**config.mk**
```make
export PLATFORM = sky130hd
export DESIGN_NAME = audio_format_fallback_select_core_flat
export DESIGN_NICKNAME = d
export VERILOG_FILES = /design/src/hdl/afs_pkg.sv /design/src/hdl/afs_if.sv /design/src/hdl/audio_format_fallback_select_core.sv /design/src/flat_wrapper.sv
export SDC_FILE = /design/constraint.sdc
export NUM_CORES = 1
export LEC_CHECK = 0
export ABC_AREA = 1
export BUFFER_PORTS_ARGS = -buffer_cell sky130_fd_sc_hd__buf_2
export CAP_MARGIN = 10
export CORE_ASPECT_RATIO = 0.7
export CORE_MARGIN = 3
export CORE_UTILIZATION = 50
export DETAILED_ROUTE_END_ITERATION = 16
export GPL_TIMING_DRIVEN = 0
export PLACE_DENSITY_LB_ADDON = 0.05
export SLEW_MARGIN = 20
export SYNTH_ARGS = -nofsm -noshare
export SYNTH_HDL_FRONTEND = slang
export SYNTH_SLANG_ARGS = --single-unit
```
**constraint.sdc**
```tcl
create_clock -name i_clk -period 3.7 [get_ports i_clk]
set_input_delay 0.185 -clock i_clk [delete_from_list [all_inputs] [get_ports i_clk]]
set_output_delay 0.185 -clock i_clk [all_outputs]
set_load 0.01 [all_outputs]
```
**src/hdl/afs_pkg.sv**
```systemverilog
// Package for the audio format fallback selector: types, rate table and masks.
`timescale 1ns / 1ps
package afs_pkg;

    localparam int RATE_LEN      = 10;
    localparam int NUM_RATES_DEF = 10;
    localparam int MASK_W        = 40;
    localparam int IDX_W         = 6;
    localparam int RIDX_W        = 4;

    // Bit 4*r + 2*w + s: s = stereo, w = 16-bit samples.
    localparam logic [MASK_W-1:0] STEREO_BITS = 40'hAA_AAAA_AAAA;
    localparam logic [MASK_W-1:0] WIDE_BITS   = 40'hCC_CCCC_CCCC;

    localparam logic [16:0] RATE_TABLE [RATE_LEN] = '{
        17'd8000,  17'd11025, 17'd16000, 17'd22050, 17'd24000,
        17'd32000, 17'd44100, 17'd48000, 17'd88200, 17'd96000
    };

    localparam logic [15:0] CHANS_MONO   = 16'd1;
    localparam logic [15:0] CHANS_STEREO = 16'd2;
    localparam logic [15:0] BITS_NARROW  = 16'd8;
    localparam logic [15:0] BITS_WIDE    = 16'd16;

    localparam logic [1:0] OUT_MONO   = 2'd1;
    localparam logic [1:0] OUT_STEREO = 2'd2;
    localparam logic [4:0] OUT_NARROW = 5'd8;
    localparam logic [4:0] OUT_WIDE   = 5'd16;

    typedef enum logic {
        SCAN_LOW,
        SCAN_HIGH
    } t_scan;

    typedef struct packed {
        logic [15:0]        desired_channels;
        logic [15:0]        desired_bits;
        logic signed [31:0] desired_rate;
    } t_req;

    typedef struct packed {
        logic        found;
        logic [5:0]  chosen_index;
        logic [1:0]  chosen_channels;
        logic [4:0]  chosen_bits;
        logic [16:0] chosen_rate;
    } t_res;

    // Ones in the low n bits of the support mask.
    function automatic logic [MASK_W-1:0] low_ones(input int n);
        logic [MASK_W-1:0] m;
        m = '0;
        for (int k = 0; k < MASK_W; k++) begin
            m[k] = (k < n);
        end
        return m;
    endfunction

endpackage

```
**src/hdl/afs_if.sv**
```systemverilog
// Valid/ready channel interfaces for requests and results.
`timescale 1ns / 1ps
interface afs_req_if;
    logic          valid;
    logic          ready;
    afs_pkg::t_req data;

    modport source (output valid, output data, input ready);
    modport sink   (input valid, input data, output ready);
endinterface

interface afs_res_if;
    logic          valid;
    logic          ready;
    afs_pkg::t_res data;

    modport source (output valid, output data, input ready);
    modport sink   (input valid, input data, output ready);
endinterface

```
**src/hdl/audio_format_fallback_select_core.sv**
```systemverilog
// Audio format fallback selector: four-stage pipeline from request to chosen format.
// A request passes through the stage 1, 2, 3 and 4 registers in order; stage 4 drives the result.
// Throughput: one request per cycle; each stage holds under backpressure and
//   frees as soon as the stage behind it moves.
// Reset: synchronous, active low; clears stage valid bits and the support mask.
// The pipeline is empty after reset; no clearing pass is needed.
`timescale 1ns / 1ps
module audio_format_fallback_select_core #(
    parameter int NUM_RATES = afs_pkg::NUM_RATES_DEF
) (
    input  logic                         i_clk,
    input  logic                         i_rst_n,
    input  logic                         i_cfg_we,
    input  logic [afs_pkg::MASK_W-1:0]   i_cfg_data,
    afs_req_if.sink                      i_req,
    afs_res_if.source                    o_res
);

    // Rates beyond the table are never usable.
    localparam int RATE_CNT = (NUM_RATES < afs_pkg::RATE_LEN) ? NUM_RATES : afs_pkg::RATE_LEN;
    localparam logic [afs_pkg::MASK_W-1:0] USABLE = afs_pkg::low_ones(4 * RATE_CNT);

    // Support mask register
    logic [afs_pkg::MASK_W-1:0] r_supported_mask;

    always_ff @(posedge i_clk) begin
        if (!i_rst_n) begin
            r_supported_mask <= '0;
        end else if (i_cfg_we) begin
            r_supported_mask <= i_cfg_data;
        end
    end

    // Stage valid bits and ready chain: a stage loads when empty or when it
    // hands its item on in the same cycle.
    logic r_vld1, r_vld2, r_vld3, r_vld4;
    logic rdy1, rdy2, rdy3, rdy4;

    assign rdy4 = !r_vld4 || o_res.ready;
    assign rdy3 = !r_vld3 || rdy4;
    assign rdy2 = !r_vld2 || rdy3;
    assign rdy1 = !r_vld1 || rdy2;

    assign i_req.ready = rdy1;

    always_ff @(posedge i_clk) begin
        if (!i_rst_n) begin
            r_vld1 <= 1'b0;
            r_vld2 <= 1'b0;
            r_vld3 <= 1'b0;
            r_vld4 <= 1'b0;
        end else begin
            if (rdy1) r_vld1 <= i_req.valid;
            if (rdy2) r_vld2 <= r_vld1;
            if (rdy3) r_vld3 <= r_vld2;
            if (rdy4) r_vld4 <= r_vld3;
        end
    end

    // ---------------------------------------------------------------
    // Stage 1: validate the request and compare the rate to the table.
    // above[r] set means the request is faster than table rate r, so
    // rate r lies below the ceiling rate.
    // ---------------------------------------------------------------
    logic                          n_s1_ok, n_s1_wide, n_s1_stereo;
    logic [afs_pkg::RATE_LEN-1:0]  n_s1_above;
    logic                          r_s1_ok, r_s1_wide, r_s1_stereo;
    logic [afs_pkg::RATE_LEN-1:0]  r_s1_above;

    always_comb begin
        n_s1_wide   = (i_req.data.desired_bits == afs_pkg::BITS_WIDE);
        n_s1_stereo = (i_req.data.desired_channels == afs_pkg::CHANS_STEREO);
        n_s1_ok     = (n_s1_stereo || i_req.data.desired_channels == afs_pkg::CHANS_MONO)
                   && (n_s1_wide || i_req.data.desired_bits == afs_pkg::BITS_NARROW);
        for (int r = 0; r < afs_pkg::RATE_LEN; r++) begin
            n_s1_above[r] = (r < RATE_CNT)
                && (i_req.data.desired_rate > $signed({15'd0, afs_pkg::RATE_TABLE[r]}));
        end
    end

    always_ff @(posedge i_clk) begin
        if (rdy1) begin
            r_s1_ok     <= n_s1_ok;
            r_s1_wide   <= n_s1_wide;
            r_s1_stereo <= n_s1_stereo;
            r_s1_above  <= n_s1_above;
        end
    end

    // ---------------------------------------------------------------
    // Stage 2: split the usable mask at the ceiling rate, apply the size
    // and channel demands and pick the first nonempty candidate set.
    // ---------------------------------------------------------------
    logic [afs_pkg::MASK_W-1:0] slow_sel, usable, faster, slower;
    logic [afs_pkg::MASK_W-1:0] size_sel, chan_sel, fast_size, slow_size, fast_exact;
    logic [afs_pkg::MASK_W-1:0] n_s2_cand;
    afs_pkg::t_scan             n_s2_scan;
    logic [afs_pkg::MASK_W-1:0] r_s2_cand;
    afs_pkg::t_scan             r_s2_scan;

    always_comb begin
        for (int r = 0; r < afs_pkg::RATE_LEN; r++) begin
            slow_sel[4*r +: 4] = {4{r_s1_above[r]}};
        end
        usable     = r_supported_mask & USABLE;
        faster     = usable & ~slow_sel;
        slower     = usable & slow_sel;
        size_sel   = r_s1_wide   ? afs_pkg::WIDE_BITS   : '1;
        chan_sel   = r_s1_stereo ? afs_pkg::STEREO_BITS : '1;
        fast_size  = faster & size_sel;
        slow_size  = slower & size_sel;
        fast_exact = fast_size & chan_sel;

        n_s2_scan = afs_pkg::SCAN_LOW;
        if (!r_s1_ok) begin
            n_s2_cand = '0;
        end else if (|fast_exact) begin
            n_s2_cand = fast_exact;
        end else if (|fast_size) begin
            n_s2_cand = fast_size;
        end else if (|slow_size) begin
            n_s2_cand = slow_size;
            n_s2_scan = afs_pkg::SCAN_HIGH;
        end else if (|faster) begin
            n_s2_cand = faster;
        end else begin
            n_s2_cand = slower;
            n_s2_scan = afs_pkg::SCAN_HIGH;
        end
    end

    always_ff @(posedge i_clk) begin
        if (rdy2) begin
            r_s2_cand <= n_s2_cand;
            r_s2_scan <= n_s2_scan;
        end
    end

    // ---------------------------------------------------------------
    // Stage 3: priority encode, lowest or highest set bit.
    // ---------------------------------------------------------------
    logic [afs_pkg::IDX_W-1:0] n_s3_idx;
    logic                      n_s3_found;
    logic [afs_pkg::IDX_W-1:0] r_s3_idx;
    logic                      r_s3_found;

    always_comb begin
        n_s3_idx   = '0;
        n_s3_found = |r_s2_cand;
        for (int k = 0; k < afs_pkg::MASK_W; k++) begin
            if (r_s2_scan == afs_pkg::SCAN_HIGH) begin
                if (r_s2_cand[k]) n_s3_idx = afs_pkg::IDX_W'(k);
            end else begin
                if (r_s2_cand[afs_pkg::MASK_W-1-k]) begin
                    n_s3_idx = afs_pkg::IDX_W'(afs_pkg::MASK_W-1-k);
                end
            end
        end
    end

    always_ff @(posedge i_clk) begin
        if (rdy3) begin
            r_s3_idx   <= n_s3_idx;
            r_s3_found <= n_s3_found;
        end
    end

    // ---------------------------------------------------------------
    // Stage 4: decode the bit position into a format; output register.
    // ---------------------------------------------------------------
    logic [afs_pkg::RIDX_W-1:0] rate_idx;
    afs_pkg::t_res              n_s4_res;
    afs_pkg::t_res              r_s4_res;

    always_comb begin
        rate_idx = r_s3_idx[afs_pkg::IDX_W-1:2];
        n_s4_res = '0;
        if (r_s3_found) begin
            n_s4_res.found           = 1'b1;
            n_s4_res.chosen_index    = r_s3_idx;
            n_s4_res.chosen_channels = r_s3_idx[0] ? afs_pkg::OUT_STEREO : afs_pkg::OUT_MONO;
            n_s4_res.chosen_bits     = r_s3_idx[1] ? afs_pkg::OUT_WIDE : afs_pkg::OUT_NARROW;
            n_s4_res.chosen_rate     = (rate_idx < afs_pkg::RIDX_W'(afs_pkg::RATE_LEN))
                ? afs_pkg::RATE_TABLE[rate_idx]
                : afs_pkg::RATE_TABLE[afs_pkg::RATE_LEN-1];
        end
    end

    always_ff @(posedge i_clk) begin
        if (rdy4) begin
            r_s4_res <= n_s4_res;
        end
    end

    assign o_res.valid = r_vld4;
    assign o_res.data  = r_s4_res;

    // ---------------------------------------------------------------
    // Assertions
    // ---------------------------------------------------------------
    a_ready_when_out_free: assert property (@(posedge i_clk) disable iff (!i_rst_n)
        !r_vld4 |-> i_req.ready)
        else $error("input stalled with empty output stage");

    a_fail_is_zero: assert property (@(posedge i_clk) disable iff (!i_rst_n)
        (r_vld4 && !r_s4_res.found) |->
        (r_s4_res.chosen_index == '0 && r_s4_res.chosen_channels == '0
         && r_s4_res.chosen_bits == '0 && r_s4_res.chosen_rate == '0))
        else $error("failed result carries nonzero fields");

    a_found_in_range: assert property (@(posedge i_clk) disable iff (!i_rst_n)
        (r_vld4 && r_s4_res.found) |->
        (r_s4_res.chosen_index < afs_pkg::IDX_W'(4 * RATE_CNT)
         && r_s4_res.chosen_rate != '0))
        else $error("chosen format outside the usable rates");

    a_decode_match: assert property (@(posedge i_clk) disable iff (!i_rst_n)
        (r_vld4 && r_s4_res.found) |->
        ((r_s4_res.chosen_bits == afs_pkg::OUT_WIDE) == r_s4_res.chosen_index[1]
         && (r_s4_res.chosen_channels == afs_pkg::OUT_STEREO) == r_s4_res.chosen_index[0]))
        else $error("format fields disagree with chosen index");

endmodule
```
**src/flat_wrapper.sv**
```systemverilog
// flat-port wrapper written by rule: the top's interface ports become plain ports
module audio_format_fallback_select_core_flat 
#(
    parameter int NUM_RATES = afs_pkg::NUM_RATES_DEF
)
  (i_clk, i_rst_n, i_cfg_we, i_cfg_data, i_req_valid, i_req_data, i_req_ready, o_res_valid, o_res_data, o_res_ready);
  afs_req_if i_req_i ();
  afs_res_if o_res_i ();
  input  logic i_clk;
  input  logic i_rst_n;
  input  logic i_cfg_we;
  input  logic [afs_pkg::MASK_W-1:0] i_cfg_data;
  input wire logic [$bits(i_req_i.valid)-1:0] i_req_valid;
  input wire logic [$bits(i_req_i.data)-1:0] i_req_data;
  output wire logic [$bits(i_req_i.ready)-1:0] i_req_ready;
  output wire logic [$bits(o_res_i.valid)-1:0] o_res_valid;
  output wire logic [$bits(o_res_i.data)-1:0] o_res_data;
  input wire logic [$bits(o_res_i.ready)-1:0] o_res_ready;
  assign i_req_i.valid = i_req_valid;
  assign i_req_i.data = i_req_data;
  assign i_req_ready = i_req_i.ready;
  assign o_res_valid = o_res_i.valid;
  assign o_res_data = o_res_i.data;
  assign o_res_i.ready = o_res_ready;
  audio_format_fallback_select_core #(.NUM_RATES(NUM_RATES)) u_core (.i_clk(i_clk), .i_rst_n(i_rst_n), .i_cfg_we(i_cfg_we), .i_cfg_data(i_cfg_data), .i_req(i_req_i), .o_res(o_res_i));
endmodule
```
==> results of run 1 <==
per-layer routing:
metal / vias to the layer above / routed length [um] / track usage, %
met2: 636 / 12660 / 45.59
met4: 2 / 392 / 7.318
li1: 4667 / - / -
met3: 33 / 4487 / 11.36
met5: - / 63 / 2.525
met1: 4537 / 14490 / 49.68
synth_stat cells (8+ instances only):
master / number
edfxtp_1: 85
o21ai_1: 8
a21oi_1: 147
nor3_1: 68
o211ai_1: 8
nor2_1: 203
dfxtp_1: 44
nand2_1: 165
nand4_1: 20
a31oi_1: 10
clkbuf_1: 35
nand3_1: 48
inv_1: 209
o21ai_0: 91
buf_2: 8
nor4_1: 36
path summary, 6_finish.rpt:
| kind | from | to | slack, ns | cells past startpoint |
|---|---|---|---|---|
| setup / recovery | u_core.r_s2_scan | u_core.r_s3_idx[3] | 0.11 | 12 |
| hold / removal | i_cfg_data[1] | u_core.r_supported_mask[1] | 0.04 | 3 |
| setup reg to reg | u_core.r_s2_scan | u_core.r_s3_idx[3] | 0.11 | 12 |
| hold reg to reg | u_core.r_s3_found | u_core.o_res.data[30] | 0.46 | 0 |
per-stage QoR:
step | setup slack (ns) | hold slack, ns | power [mW]
detailed placement | -0.1369 | 0.4361 | 2.039
global route | -0.09700 | 0.04670 | 3.843
finish | 0.1129 | 0.03882 | 3.736
global placement | -0.1966 | 0.4284 | 2.038
floorplan | 0.8050 | 0.3179 | 1.860
CTS | 0.02406 | 0.02750 | 3.724
layout make-up:
type	instances	area share, %
well taps	225	2.670
clock buffers	17	4.034
multi-input cells	882	41.66
repair buffers	145	7.214
clock inverters	15	1.590
plain buffers	53	2.397
flip-flops and latches	129	32.56
inverters	218	7.879
state kept, by name (all words and copies together), names as in the netlist, 6 cells and up:
signal and count:
u_core.r_s3_idx 6, u_core.r_s1_above 10, u_core.o_res.data 24, u_core.r_supported_mask 40, u_core.r_s2_cand 40
critical path, delay by kind of cell, from the launching register on:
kind	cells	cell delay, ns
AOI/OAI and AO/OA	4	1.13
and+or+nand+nor	2	0.29
DFF	1	0.39
buffers and inverters	6	1.55
cell families (layout without fill, tap and decap cells):
kind of cell,Yosys count,count (layout),share of synthesized area (%)
other cells,1,3,0.04255
buf+inv,271,448,12.10
simple gates,558,558,27.65
compound gates,315,315,20.40
fa+ha+maj,6,6,0.8518
flops,129,129,38.96
cells in the final DEF, fill, tap and decap left out, drive strengths merged, types with 3 or more instances in the layout:
cell type / instances
a31oi: 10
a21oi: 150
nand2: 170
or2: 3
conb: 3
edfxtp: 85
o21ai: 100
o211ai: 8
a211oi: 6
nor4: 36
nand3: 48
ha: 6
clkinv: 5
buf: 160
o31ai: 6
nor2: 204
inv: 225
clkbuf: 54
dfxtp: 44
nor3: 68
nor3b: 3
o21a: 5
nand4: 20
a2111oi: 4
a311oi: 4
o22ai: 3
what timing repair did:
action,CTS,global route
pin swaps,0,13
endpoints found under the hold margin,1,0
setup buffers,0,8
hold buffers,1,0
gates cloned,0,1
gates resized for setup,4,31
setup endpoints to repair,18,37
power breakdown:
group	switching, mW	internal [mW]	leakage (nW)
Combinational	0.301	0.145	3.21
Clock	0.742	0.960	0.286
Sequential	0.0245	1.56	1.39
Total	1.07	2.67	4.89
==> metrics.md, run 1 <==
| Metric | Value |
|---|---|
| Run status | completed |
| Average cell area after synthesis | 6.886 sq um |
| Post-synthesis sequential element count | 129 |
| Post-detailed-route count of antenna-violating nets | 0 |
| Die Area | slightly below 0.02 sq mm |
| Starting DRT DRC Count | 1280 |
| DRC violation count after routing | 0 |
| Area occupied by registers | 0.003433 sq mm |
| Commonest register cell after synthesis | edfxtp_1 |
| Buffer type at the clock tree root | clkbuf_16 |
| Top-area cell type share of the netlist area | between 20 and 30% |
| Final layout net count | approximately 1.6k |
| Synth async-reset ratio | 0% |
| Crit share post-route | between 90% and 100% |
| DP Cell Count | between 1.5k and 2k |
| HPWL after detailed placement | between 20 and 30 mm |
| Max-slew violation count | 0 |
| Number of flops mapped to enable cells by yosys | 85 |
| Port Buf Inserts | 135 |
| Synth cell types | between 50 and 60 |
| Cell repeated most along the worst path | buf_2 |
| Clock latency reported for the late side of the worst-skew pair | around 0.43 ns |
| Clk sinks | 129 |
| Share of final-layout standard cells stronger than drive strength 1 | 16.24% |
| Post-synthesis cell type with the largest combined area | edfxtp_1 |
| Post-route clock skew | approximately 0.010 ns |
| Synthesis-to-layout area growth | 19.65% |
| CP startpoint kind | flop |
| Final routed wire length divided by cell count | 19.06 um |
| Number of max-capacitance violations reported | 0 |
| CP required | between 3 and 4 ns |
| H-Tree Depth | 4 |
| Transition time at the pin with the least slew margin | roughly 0.97 ns |
| Cells after synthesis | around 1.3k |
| Max transition margin | ~35% |
| PwrDens | about 350 mW/mm^2 |
| Total Wirelength | between 30 and 40 mm |
| Clock input transition at the sequential cells of the worst setup and hold paths | 0.07 ns |
| Critical setup path kind | flop to flop |
| Chip Height | around 120 um |
| Effective utilization at floorplan | 52.50% |
| Arrival time at the worst endpoint | about 3.8 ns |
| Clock tree from TritonCTS | done |
| Area of the placeable core | 0.01679 sq mm |
| Antenna violations before repair | 0 |
| Lkg Pwr | 4.888 nW |
| Cell with the largest stage delay on the worst path | a2111oi_1 |
| Worst stage delay on the critical path | 0.53 ns |
| Cell area after layout | 0.01055 sq mm |
| Routed vias | 9875 |
| DR vias/cell | 5.864 |
| Number of setup violations in the final report | 0 |
| Residual overflow from global routing | 0 |
| CTS max path bufs | 2 |
| Multi-input logic area | 0.004393 sq mm |
| Sequential fraction of the synthesis area | between 30% and 40% |
| Setup repair after global routing missed its margin | true |
| Std cell rows | 39 |
| Global-route wire length before repair | around 48 mm |
| Highest ir drop seen on vdd | around 0.27 mV |
| Worst min path class | input port to flop |
| Setup Total Neg Slack | 0 ns |
| Number of buffers inserted during clock tree synthesis | 17 |
| Critical path endpoint category | flop |
| Width of the die | about 160 um |
| Top cells by area in the synthesized netlist | edfxtp_1 29%, dfxtp_1 10%, inv_1 8.9%, nor2_1 8.6%, a21oi_1 8.3% |
| Utilization of the core after routing | a little over three fifths |
| Final Hold Violating Endpoints | 0 |
| Largest net degree at the start of global routing | between 40 and 50 |
| Number of ports placed on the die boundary | between 100 and 150 |
| Weighted congestion reported at the end of routability-driven placement | 1.007 |
| GRT Resource Usage Total | approximately a third |
| Yosys warns | 0 |
| Antenna cells | 0 |
| Maximum clock rate | about 280 MHz |
| Sequence of cells on the critical path | buf_6 -> clkbuf_4 -> buf_2 -> buf_2 -> buf_2 -> clkbuf_2 -> nand2_1 -> o21ai_0 -> o211ai_1 -> a2111oi_1 -> nand2_1 -> a21oi_1 |
| Filler cells | 1579 |
| Peak fanout along the critical path | 10 |
| Number of global-route vias before repair | between 8k and 9k |
| Synthesized area | between 0.008 and 0.009 sq mm |
| Post-layout instance count excluding filler cells | around 1.7k |
| Placed Instance Area | 0.009778 sq mm |
| Minimum clock period after layout | 3.587 ns |
| Drt pass-1 iters | 6 |
Power figures use the tool's default switching activity.
==> run 2, diff against run 1 <==
--- a/config.mk
+++ b/config.mk
@@ -9,7 +9,7 @@
 export BUFFER_PORTS_ARGS = -buffer_cell sky130_fd_sc_hd__buf_2
 export CAP_MARGIN = 10
 export CORE_ASPECT_RATIO = 0.7
-export CORE_MARGIN = 3
+export CORE_MARGIN = 1.5
 export CORE_UTILIZATION = 50
 export DETAILED_ROUTE_END_ITERATION = 16
 export GPL_TIMING_DRIVEN = 0
==> metrics.md, run 2 (same netlist as run 1, synthesis figures left out) <==
| Metric | Value |
|---|---|
| Run status | completed |
| Clock input transition at the sequential cells of the worst setup and hold paths | 0.06 ns |
| Maximum clock rate | about 280 MHz |
| HPWL after detailed placement | about 25 mm |
| Die Area | around 0.018 sq mm |
| Arrival time at the worst endpoint | approximately 3.7 ns |
| CP required | just under 4 ns |
| Effective utilization at floorplan | around half |
| CTS max path bufs | 2 |
| Number of ports placed on the die boundary | ~140 |
| GRT Resource Usage Total | approximately 34% |
| Drt pass-1 iters | 6 |
| Std cell rows | 40 |
| Crit share post-route | between 90% and 100% |
| Worst min path class | input port to flop |
| Weighted congestion reported at the end of routability-driven placement | ~1.0 |
| Most frequent cells in the layout | 208 x inv_1, 203 x nor2_1, 160 x nand2_1, 146 x a21oi_1, 143 x buf_2 |
| Filler cells | roughly 1.7k |
| Number of setup violations in the final report | 0 |
| Port Buf Inserts | roughly 140 |
| Final routed wire length divided by cell count | 18.45 um |
| Chip Height | 114.1 um |
| Fraction of met2 tracks used by global routing | 47.98% |
| Worst Hold Margin | around 0.033 ns |
| Clk sinks | ~130 |
| Met1 Usage GRT | 50.13% |
| Final Hold Violating Endpoints | 0 |
| Number of max-capacitance violations reported | 0 |
| Antenna cells | 0 |
| Clock tree from TritonCTS | done |
| Starting DRT DRC Count | between 1.5k and 2k |
| Max-slew violation count | 0 |
| Share of final-layout standard cells stronger than drive strength 1 | between 10% and 20% |
| Largest net degree at the start of global routing | between 40 and 50 |
| Post-route clock skew | roughly 0.012 ns |
| Total Wirelength | between 30 and 40 mm |
| Highest ir drop seen on vdd | roughly 0.25 mV |
| Peak fanout along the critical path | 10 |
| Number of global-route vias before repair | between 9k and 10k |
| Global-route wire length before repair | approximately 48 mm |
| Commonest non-fill, non-tap cell in the layout | inv_1 |
| Minimum clock period after layout | about 3.6 ns |
| Critical path endpoint category | flop |
| Final layout net count | between 1.5k and 2k |
| Number of cells traversed by the worst hold path | 3 |
| Number of buffers inserted during clock tree synthesis | 17 |
| Width of the die | ~160 um |
| Clock latency reported for the late side of the worst-skew pair | 0.43 ns |
| FF-to-FF path depth | 11 |
| Multi-input logic area | 0.004388 sq mm |
| CP startpoint kind | flop |
| Met3 Use GR | about 11% |
| Antenna violations before repair | 0 |
| Routed vias | 9841 |
| Area occupied by registers | approximately 0.0034 sq mm |
| DRC violation count after routing | 0 |
| Max transition margin | about a third |
| Buffer type at the clock tree root | clkbuf_16 |
| Utilization of the core after routing | approximately three fifths |
| DR vias/cell | about 6 |
| Critical setup path kind | flop to flop |
| Lkg Pwr | between 4 and 5 nW |
| PwrDens | between 300 and 400 mW/mm^2 |
| Transition time at the pin with the least slew margin | 0.9863 ns |
| Residual overflow from global routing | 0 |
| Post-detailed-route count of antenna-violating nets | 0 |
| Area of the placeable core | approximately 0.017 sq mm |
| H-Tree Depth | 4 |
| Layer with the highest usage after global routing | met1 |
| Synthesis-to-layout area growth | 18.70% |
==> run 2: cell count changes in the layout (fill, tap and decap cells not counted), moves of 2 or more <==
cell and change:
nand2_1 +3, inv_8 -2, inv_6 +2, nand2_2 -3, buf_4 -4, clkinv_8 -2
buf_6 -2
==> run 2: metrics by stage <==
stage / TNS (ns) / cells / setup WS [ns] / area (sq um) / total power [mW]
after floorplan: 0 / 1282 / 0.8050 / 8821 / 1.860
after global placement: -3.346 / 1648 / -0.2563 / 9786 / 2.035
after detailed placement: -2.232 / 1648 / -0.2019 / 9786 / 2.035
after CTS: 0 / 1683 / 0.008883 / 10370 / 3.586
after global routing: -0.1232 / 1685 / -0.07318 / 10460 / 3.709
final: 0 / 1685 / 0.1323 / 10460 / 3.596
==> run 2: layout make-up <==
class	count	area share, %
clock inverter	15	1.172
inverter	218	7.894
timing repair buffer	140	6.961
buffer	53	2.380
tap	231	2.763
multi-input combinational	882	41.94
clock buffer	17	4.066
sequential	129	32.82
==> run 2: final timing paths <==
check	endpoint	from	slack, ns
max reg2reg	u_core.r_s2_cand[19]	u_core.r_s1_above[2]	0.13
min reg2reg	u_core.o_res.data[30]	u_core.r_s3_found	0.45
max	u_core.r_s2_cand[19]	u_core.r_s1_above[2]	0.13
min	u_core.r_supported_mask[18]	i_cfg_data[18]	0.03
==> run 2: timing repair <==
| item | CTS | global route |
|---|---|---|
| pin swaps | 1 | 4 |
| resized for setup | 1 | 23 |
| setup buffers | 2 | 2 |
| hold buffers | 1 | 0 |
| endpoints found under the hold margin | 1 | 0 |
| setup endpoints to repair | 18 | 43 |
==> run 2: worst max-delay path, stage by stage, from the launching register on <==
cell and delay [ns]:
edfxtp_1 0.32, clkbuf_1 0.30, inv_1 0.15, o21ai_0 0.35, inv_1 0.17, nor4_4 0.39
nand3_1 0.19, nor2_1 0.12, nand2_1 0.31, a21oi_4 0.52, nor2_1 0.11, nor3_1 0.38
==> run 2: where the power goes <==
part | internal, mW | switching (mW) | leakage [nW] | total [mW]
sequential | 1.56 | 0.0248 | 1.39 | 1.59
clock | 0.872 | 0.695 | 0.260 | 1.57
combinational | 0.146 | 0.295 | 3.18 | 0.440
total | 2.58 | 1.01 | 4.83 | 3.60
==> run 2: metal layers <==
layer  wire length, um  part of all wire (%)
met1             13990                    45
met2             12250                    39
met3              4280                    14
met4               558                   1.8
met5                 0                     0
==> run 3, diff against run 2 <==
--- a/config.mk
+++ b/config.mk
@@ -8,9 +8,11 @@
 export ABC_AREA = 1
 export BUFFER_PORTS_ARGS = -buffer_cell sky130_fd_sc_hd__buf_2
 export CAP_MARGIN = 10
+export CELL_PAD_IN_SITES_DETAIL_PLACEMENT = 0
+export CELL_PAD_IN_SITES_GLOBAL_PLACEMENT = 2
 export CORE_ASPECT_RATIO = 0.7
 export CORE_MARGIN = 1.5
-export CORE_UTILIZATION = 50
+export CORE_UTILIZATION = 32
 export DETAILED_ROUTE_END_ITERATION = 16
 export GPL_TIMING_DRIVEN = 0
 export PLACE_DENSITY_LB_ADDON = 0.05
==> metrics.md, run 3 (same netlist as run 1, synthesis figures left out) <==
| Metric | Value |
|---|---|
| Most frequent cells in the layout | 206 x inv_1, 203 x nor2_1, 156 x nand2_1, 146 x a21oi_1, 142 x buf_2 |
| Critical setup path kind | flop to flop |
| Critical path endpoint category | flop |
| Die Area | between 0.02 and 0.03 sq mm |
| Global-route wire length before repair | between 50 and 60 mm |
| Final routed wire length divided by cell count | between 15 and 20 um |
| Effective utilization at floorplan | roughly 33% |
| Worst Hold Margin | roughly 0.038 ns |
| PwrDens | about 350 mW/mm^2 |
| Commonest non-fill, non-tap cell in the layout | inv_1 |
| Routed vias | roughly 9.5k |
| Post-detailed-route count of antenna-violating nets | 0 |
| Design internal power | around 2.8 mW |
| Post-route clock skew | roughly 0.013 ns |
| Number of setup violations in the final report | 0 |
| DR vias/cell | 5.217 |
| Final layout net count | around 1.6k |
| Residual overflow from global routing | 0 |
| Starting DRT DRC Count | about 880 |
| Minimum clock period after layout | approximately 3.5 ns |
| Weighted congestion reported at the end of routability-driven placement | 0.9464 |
| Synthesis-to-layout area growth | 21.83% |
| GRT Resource Usage Total | a little under a quarter |
| Peak fanout along the critical path | 10 |
| Antenna violations before repair | 0 |
| Number of global-route vias before repair | just over 9k |
| Switching part of the total power | approximately a quarter |
| Number of ports placed on the die boundary | ~140 |
| Maximum clock rate | between 200 and 300 MHz |
| HPWL after detailed placement | roughly 28 mm |
| Drt pass-1 iters | 5 |
| Combinational Power Share | a little under an eighth |
| Total Wirelength | 33.75 mm |
| H-Tree Depth | 4 |
| Highest ir drop seen on vdd | about 0.3 mV |
| Switching power summed over all nets | about 1 mW |
| Max-slew violation count | 0 |
| Number of max-capacitance violations reported | 0 |
| Chip Height | ~140 um |
| Worst min path class | input port to flop |
| Clock latency reported for the late side of the worst-skew pair | ~0.43 ns |
| Max transition margin | 34.62% |
| DRC violation count after routing | 0 |
| Clock share of power | between 40 and 50% |
| Largest net degree at the start of global routing | 38 |
| Area of the placeable core | between 0.02 and 0.03 sq mm |
| Run status | completed |
| Buffer type at the clock tree root | clkbuf_16 |
| Antenna cells | 0 |
| CTS max path bufs | 2 |
| Port Buf Inserts | 135 |
| Clk sinks | around 130 |
| Clock tree from TritonCTS | done |
| Width of the die | ~200 um |
| Filler cells | just under 3k |
| Number of buffers inserted during clock tree synthesis | 17 |
| Final Hold Violating Endpoints | 0 |
| Crit share post-route | 95.54% |
| CP startpoint kind | flop |
| Transition time at the pin with the least slew margin | 0.9796 ns |
| Utilization of the core after routing | between 30% and 40% |
| Clock input transition at the sequential cells of the worst setup and hold paths | approximately 0.060 ns |
| Setup repair after global routing missed its margin | true |
| Lkg Pwr | 4.897 nW |
| Proportion of power drawn by flip-flops and latches | ~43% |
| Arrival time at the worst endpoint | between 3 and 4 ns |
| Std cell rows | 50 |
| Share of final-layout standard cells stronger than drive strength 1 | about 16% |
| CP required | between 3 and 4 ns |
## run 3: cell types whose count changed in the layout (fill, tap and decap cells not counted), sizes merged
cell      previous run  this run
buf                155       160
clkinv               4        10
inv                225       218
bufinv               0         3
clkinvlp             4         1
## run 3: power groups by stage
stage,clock network [mW],registers (mW),logic (mW)
floorplan,0,1.61,0.246
global placement,0,1.62,0.429
detailed placement,0,1.62,0.427
CTS,1.75,1.59,0.431
global route,1.83,1.59,0.490
finish,1.72,1.59,0.440
## run 3: cell type report
cell class | instances | area [sq um] | share of cell area (%)
Multi-Input combinational cell | 882 | 4394 | 40.92
Sequential cell | 129 | 3433 | 31.97
Timing Repair Buffer | 145 | 785.8 | 7.318
Buffer | 52 | 249.0 | 2.319
Clock buffer | 18 | 429.2 | 3.997
Clock inverter | 14 | 165.2 | 1.538
Inverter | 218 | 825.8 | 7.691
Tap cell | 364 | 455.4 | 4.241
## run 3: through the flow
step | area [sq um] | std cells | setup TNS [ns] | setup slack (ns) | power (mW)
after global placement | 9952 | 1781 | -2.122 | -0.2944 | 2.049
after CTS | 10590 | 1814 | 0 | 0.003361 | 3.774
after floorplan | 8821 | 1282 | 0 | 0.8050 | 1.860
final | 10740 | 1822 | 0 | 0.1649 | 3.749
after global routing | 10740 | 1822 | -0.1827 | -0.1827 | 3.912
after detailed placement | 9972 | 1782 | -1.489 | -0.1723 | 2.048
## run 3: worst paths after layout
| check | end | start | cells past startpoint | slack [ns] |
|---|---|---|---|---|
| max | u_core.r_s3_found | u_core.r_s2_scan | 12 | 0.16 |
| min | u_core.r_supported_mask[5] | i_cfg_data[5] | 3 | 0.04 |
| min reg2reg | u_core.o_res.data[30] | u_core.r_s3_found | 0 | 0.45 |
| max reg2reg | u_core.r_s3_found | u_core.r_s2_scan | 12 | 0.16 |
## run 3: worst max-delay path: stages, from the launching register on
cell	delay (ns)
edfxtp_1	0.38
buf_6	0.16
buf_2	0.28
buf_2	0.29
buf_1	0.41
nand2_1	0.14
nand2_1	0.09
nand3_1	0.10
or4_1	0.49
nor2_1	0.21
nand4_1	0.15
nor4_1	0.43
nand4_1	0.14
## run 3: metal layers
layer | share of wire (%) | up-vias | GRT usage (%)
li1 | - | 4661 | -
met1 | 52 | 4458 | 36.50
met2 | 39 | 360 | 32.85
met3 | 8.2 | 27 | 6.477
met4 | 1.1 | 0 | 5.342
met5 | 0 | - | 0
## run 3: what timing repair did
action                                 in CTS  in global routing
pin swaps                                   0                 13
setup buffers                               0                  7
endpoints found under the hold margin       1                  0
hold buffers                                1                  0
cloned                                      0                  1
resized for setup                           4                 33
setup endpoints to repair                  22                 41
